**config.mk**
```make
export PLATFORM = sky130hd
export DESIGN_NAME = idtfi_cell
export DESIGN_NICKNAME = d
export VERILOG_FILES = /design/src/sv/idtfi_pkg.sv /design/src/sv/idtfi_cell.sv
export SDC_FILE = /design/constraint.sdc
export NUM_CORES = 1
export LEC_CHECK = 0
export ABC_CLOCK_PERIOD_IN_PS = 1700
export BUFFER_PORTS_ARGS = -buffer_cell sky130_fd_sc_hd__buf_4
export CELL_PAD_IN_SITES_DETAIL_PLACEMENT = 1
export CELL_PAD_IN_SITES_GLOBAL_PLACEMENT = 2
export CORE_MARGIN = 5
export CORE_UTILIZATION = 29
export CTS_CLUSTER_DIAMETER = 30
export DETAILED_ROUTE_END_ITERATION = 8
export PLACE_DENSITY = 0.79
export SETUP_SLACK_MARGIN = 0.05
export SYNTH_ARGS = -nofsm -noshare
export SYNTH_HDL_FRONTEND = slang
export SYNTH_SLANG_ARGS = --single-unit
```
**constraint.sdc**
```tcl
create_clock -name i_clk -period 1.7 [get_ports i_clk]
set_input_delay 0.17 -clock i_clk [delete_from_list [all_inputs] [get_ports i_clk]]
set_output_delay 0.17 -clock i_clk [all_outputs]
set_load 0.01 [all_outputs]
```
**src/sv/idtfi_pkg.sv**
```systemverilog
// ----------------------------------------------------------------------------
// idtfi_pkg
// Types and codes shared by the identifier table find-or-insert block.
// ----------------------------------------------------------------------------
package idtfi_pkg;

    localparam int ID_W       = 64;
    localparam int SLOT_OUT_W = 6;
    localparam int STATUS_W   = 2;

    localparam logic [STATUS_W-1:0] ST_FOUND     = 2'd0;
    localparam logic [STATUS_W-1:0] ST_ADDED     = 2'd1;
    localparam logic [STATUS_W-1:0] ST_NOT_FOUND = 2'd2;
    localparam logic [STATUS_W-1:0] ST_FULL      = 2'd3;

    // request transaction
    typedef struct packed {
        logic            action;
        logic [ID_W-1:0] group_id;
    } t_in_item;

    // result transaction
    typedef struct packed {
        logic [SLOT_OUT_W-1:0] slot_index;
        logic [STATUS_W-1:0]   status;
    } t_out_item;

    // control part of the search token that walks the cell chain
    typedef struct packed {
        logic valid;
        logic action;
        logic found;
    } t_tok_ctl;

endpackage

```
**src/sv/idtfi_cell.sv**
```systemverilog
// ----------------------------------------------------------------------------
// idtfi_cell
// One table slot: holds a stored identifier, compares it against the search
// token passing by, and registers the token on its way to the next cell.
// ----------------------------------------------------------------------------
module idtfi_cell #(
    parameter int IDX_W    = 6,
    parameter int CNT_W    = 7,
    parameter int CELL_IDX = 0
) (
    input  logic                     i_clk,
    input  logic                     i_rst_n,
    input  logic                     i_wr_en,
    input  logic [idtfi_pkg::ID_W-1:0] i_wr_id,
    input  idtfi_pkg::t_tok_ctl      i_ctl,
    input  logic [idtfi_pkg::ID_W-1:0] i_key,
    input  logic [IDX_W-1:0]         i_slot,
    input  logic [CNT_W-1:0]         i_left,
    output idtfi_pkg::t_tok_ctl      o_ctl,
    output logic [idtfi_pkg::ID_W-1:0] o_key,
    output logic [IDX_W-1:0]         o_slot,
    output logic [CNT_W-1:0]         o_left
);
    import idtfi_pkg::*;

    logic [ID_W-1:0]  r_id;
    t_tok_ctl         r_ctl;
    t_tok_ctl         n_ctl;
    logic [ID_W-1:0]  r_key;
    logic [IDX_W-1:0] r_slot;
    logic [IDX_W-1:0] n_slot;
    logic [CNT_W-1:0] r_left;
    logic [CNT_W-1:0] n_left;
    logic             w_occupied;
    logic             w_hit;

    // slot is in use while the token still has occupied slots ahead of it
    assign w_occupied = (i_left != '0);
    assign w_hit      = i_ctl.valid && !i_ctl.found && w_occupied && (r_id == i_key);

    always_comb begin
        n_ctl  = i_ctl;
        n_slot = i_slot;
        if (w_hit) begin
            n_ctl.found = 1'b1;
            n_slot      = IDX_W'(CELL_IDX);
        end
        n_left = w_occupied ? (i_left - CNT_W'(1)) : '0;
    end

    always_ff @(posedge i_clk) begin
        if (i_wr_en) begin
            r_id <= i_wr_id;
        end
    end

    always_ff @(posedge i_clk) begin
        r_ctl.action <= n_ctl.action;
        r_ctl.found  <= n_ctl.found;
        r_key        <= i_key;
        r_slot       <= n_slot;
        r_left       <= n_left;
        if (!i_rst_n) begin
            r_ctl.valid <= 1'b0;
        end else begin
            r_ctl.valid <= n_ctl.valid;
        end
    end

    assign o_ctl  = r_ctl;
    assign o_key  = r_key;
    assign o_slot = r_slot;
    assign o_left = r_left;

endmodule

```
==> results by group <==
Die
  – Die X: 135 um
  – Boundary pin count: 227
  – Row count: 45
  – Die span in y: 135 um
  – Initial Utilization: 29.8%
  – Core area: 15,300 sq um
  – Die footprint: 18,300 sq um

Route
  – Vias per inst: 4.17
  – Final WL: 15.9 mm
  – Pre-antenna DRT Iters: 4
  – Vias: 3,751
  – Post-route DRC violation count: 0
  – Final ANT Viol Nets: 0
  – Routed length per placed instance: 17.7 um
  – DR iter-0 viols: 111

Synth
  – Synth Net Count: 436
  – Distinct cells, synth: 28
  – Post-Syn Area: 4560 sq um
  – Top_reg_cell synth: dfxtp_1
  – Number of flops mapped to enable cells by yosys: 64
  – Top cells by area, synth: edfxtp_1 (42%), dfxtp_1 (35%), xor2_1 (8.3%)
  – Cells after Synth: 287
  – Leading area contributor after synthesis: edfxtp_1
  – Post-synthesis sequential area ratio: 77.3%
  – Ys async rst share: 0%
  – Seq cells post-synth: 144
  – Synth Warn #: 0
  – Syn Area/Cell: 15.9 sq um
  – Top-area cell type share of the netlist area: 42.1%

STA
  – Final hold viol count: 0
  – RSZ-0062 raised after global routing: true
  – Min Tclk post-route: 1740 ps
  – # setup viols final: 7
  – FMAX: 0.574 GHz
  – Final WS setup: -42.2 ps
  – Final TNS setup: -196 ps
  – Final Skew: 12.0 ps
  – Period utilization: 102%
  – Final count of pins violating max slew: 0
  – Worst slew pin tran: 455 ps
  – Slew HR: 69.4%

Final layout
  – Nets: 824
  – Commonest non-fill, non-tap cells in the layout: buf_4 (230), dlygate4sd3_1 (137), dfxtp_1 (80)
  – Fillers: 1,555
  – Syn-to-layout area delta: 88.0%
  – Core Util, Final: 56.0%
  – Commonest non-fill, non-tap cell in the layout: buf_4
  – Ratio of cells with drive above 1 in the final layout: 39.0%
  – Antenna diodes: 0

Global route
  – Initial antenna violation count: 0
  – First-pass GRT wire length: 24.1 mm
  – Vias in the first global route: 4,427
  – GRT Util Overall: 17.5%
  – Total gr overflow: 0
  – Largest net degree at the start of global routing: 31

Hold path
  – Worst Hold Class: in2reg

CTS
  – CTS root buf: clkbuf_16
  – CTS H-tree lvls: 4
  – Clock Tree Buf Depth: 2
  – Clock tree from TritonCTS: done
  – Count of clock tree sinks: 144
  – Clk_lat worst skew: 410 ps
  – Num CTS Buffers: 17
  – Reg clk slew, reported paths: 60 ps

Status
  – Outcome: complete, but fails checks
  – Failing checks: negative setup slack

Critical path
  – Critical setup path kind: reg2reg
  – Slowest Stage Delay on Critical Path: 380 ps
  – Critical-path maximum fanout: 7
  – CP arrival: 2030 ps
  – Critical-path top delay cell: edfxtp_1
  – CP endpoint kind: flop
  – Startpoint types: flop
  – Cells along the critical path: xor2_1, nor4_1, nand4_1, nor4_2, buf_4, a21boi_1
  – Worst Path Required: 1980 ps

Power and ir drop
  – PD cells: 1010 nW/um^2
  – Total power: 8.62 mW
  – Pleak: 3.72 nW
  – Maximum vdd drop: 599 uV

Placement
  – Pre-CTS setup slack: -267 ps
  – Dpl hpwl: 10.3 mm
  – Gpl congestion: 0.735
  – Port bufs: 226

Job
  – Max Cap Violations: 0
per-layer routing:
layer	global-route usage (%)	vias up	wire length, um
li1	-	1792	-
met1	18.3	1785	5880
met2	32.3	150	8560
met3	5.72	24	1160
met4	7.00	0	314
met5	0	-	0
cells in the mapped netlist (2+ instances only):
cell / n
dfxtp_1: 80
a2111o_1: 2
nand4_1: 2
nand2_1: 2
edfxtp_1: 64
nor4_1: 11
inv_1: 13
nand2b_1: 10
ha_1: 2
nor2b_1: 13
xor2_1: 43
a21o_1: 2
nor2_1: 9
o2111ai_1: 3
a21boi_1: 6
a2111oi_0: 2
nor3_1: 4
o22ai_1: 4
xnor2_1: 5
nand3_1: 2
repair_timing:
action | CTS | global route
gates cloned | 0 | 0
hold buffers | 137 | 0
pin swaps | 10 | 2
buffers inserted | 1 | 0
gates resized for setup | 7 | 2
hold endpoints to repair | 136 | 0
setup endpoints to repair | 7 | 7
kinds of logic after synthesis:
| kind of cell | count (synthesis) | share of synthesized area [%] |
|---|---|---|
| AO/OA/AOI/OAI | 21 | 3.73 |
| XOR/XNOR | 48 | 9.22 |
| flip-flops | 144 | 77.3 |
| AND/OR/NAND/NOR | 59 | 8.18 |
| adder cells (fa/ha/maj) | 2 | 0.549 |
| buffers and inverters | 13 | 1.07 |
registers in the layout, indices dropped and copies added, names as in the netlist:
signal  flops
o_key      64
r_id       64
o_left      7
o_slot      6
o_ctl       3
area by class of cell:
class                   instances  area, sq um  area share, %
well taps                     211          264           3.08
flip-flops and latches        144         3520           41.1
inverters                      13         48.8          0.569
multi-input cells             130         1040           12.1
repair buffers                369         3140           36.6
clock buffers                  25          475           5.55
clock inverters                 7         86.3           1.01
power by group:
part / total [mW] / leakage, nW / internal (mW) / switching [mW]
clock: 3.58 / 0.278 / 2.23 / 1.35
combinational: 1.09 / 2.14 / 0.675 / 0.411
sequential: 3.95 / 1.30 / 3.86 / 0.0894
total: 8.62 / 3.72 / 6.77 / 1.85
path summary, 6_finish.rpt:
check	start	end	slack [ps]	depth (start not counted)
worst max register to register	r_id[54]$_DFFE_PP_	o_slot[5]$_SDFF_PP0_	-40	6
worst max-delay path	r_id[54]$_DFFE_PP_	o_slot[5]$_SDFF_PP0_	-40	6
worst min-delay path	i_slot[0]	o_slot[0]$_SDFF_PP0_	30	2
worst min register to register	r_id[19]$_DFFE_PP_	o_slot[1]$_SDFF_PP0_	840	3
critical path: cells and delay by family, from the launching register on:
kind	cells	cell delay [ps]
buf+inv	1	190
flops	1	380
compound gates	1	70
xor+xnor	1	150
simple gates	3	810
through the flow:
stage                     hold WS [ps]  cell area [sq um]  cells
final                             25.5               8570    899
after global routing              7.99               8570    899
after CTS                         4.40               8560    899
after detailed placement           276               6580    729
after global placement             275               6580    729
after floorplan                    198               4560    287
No activity file was read; power rests on OpenSTA's default activity.
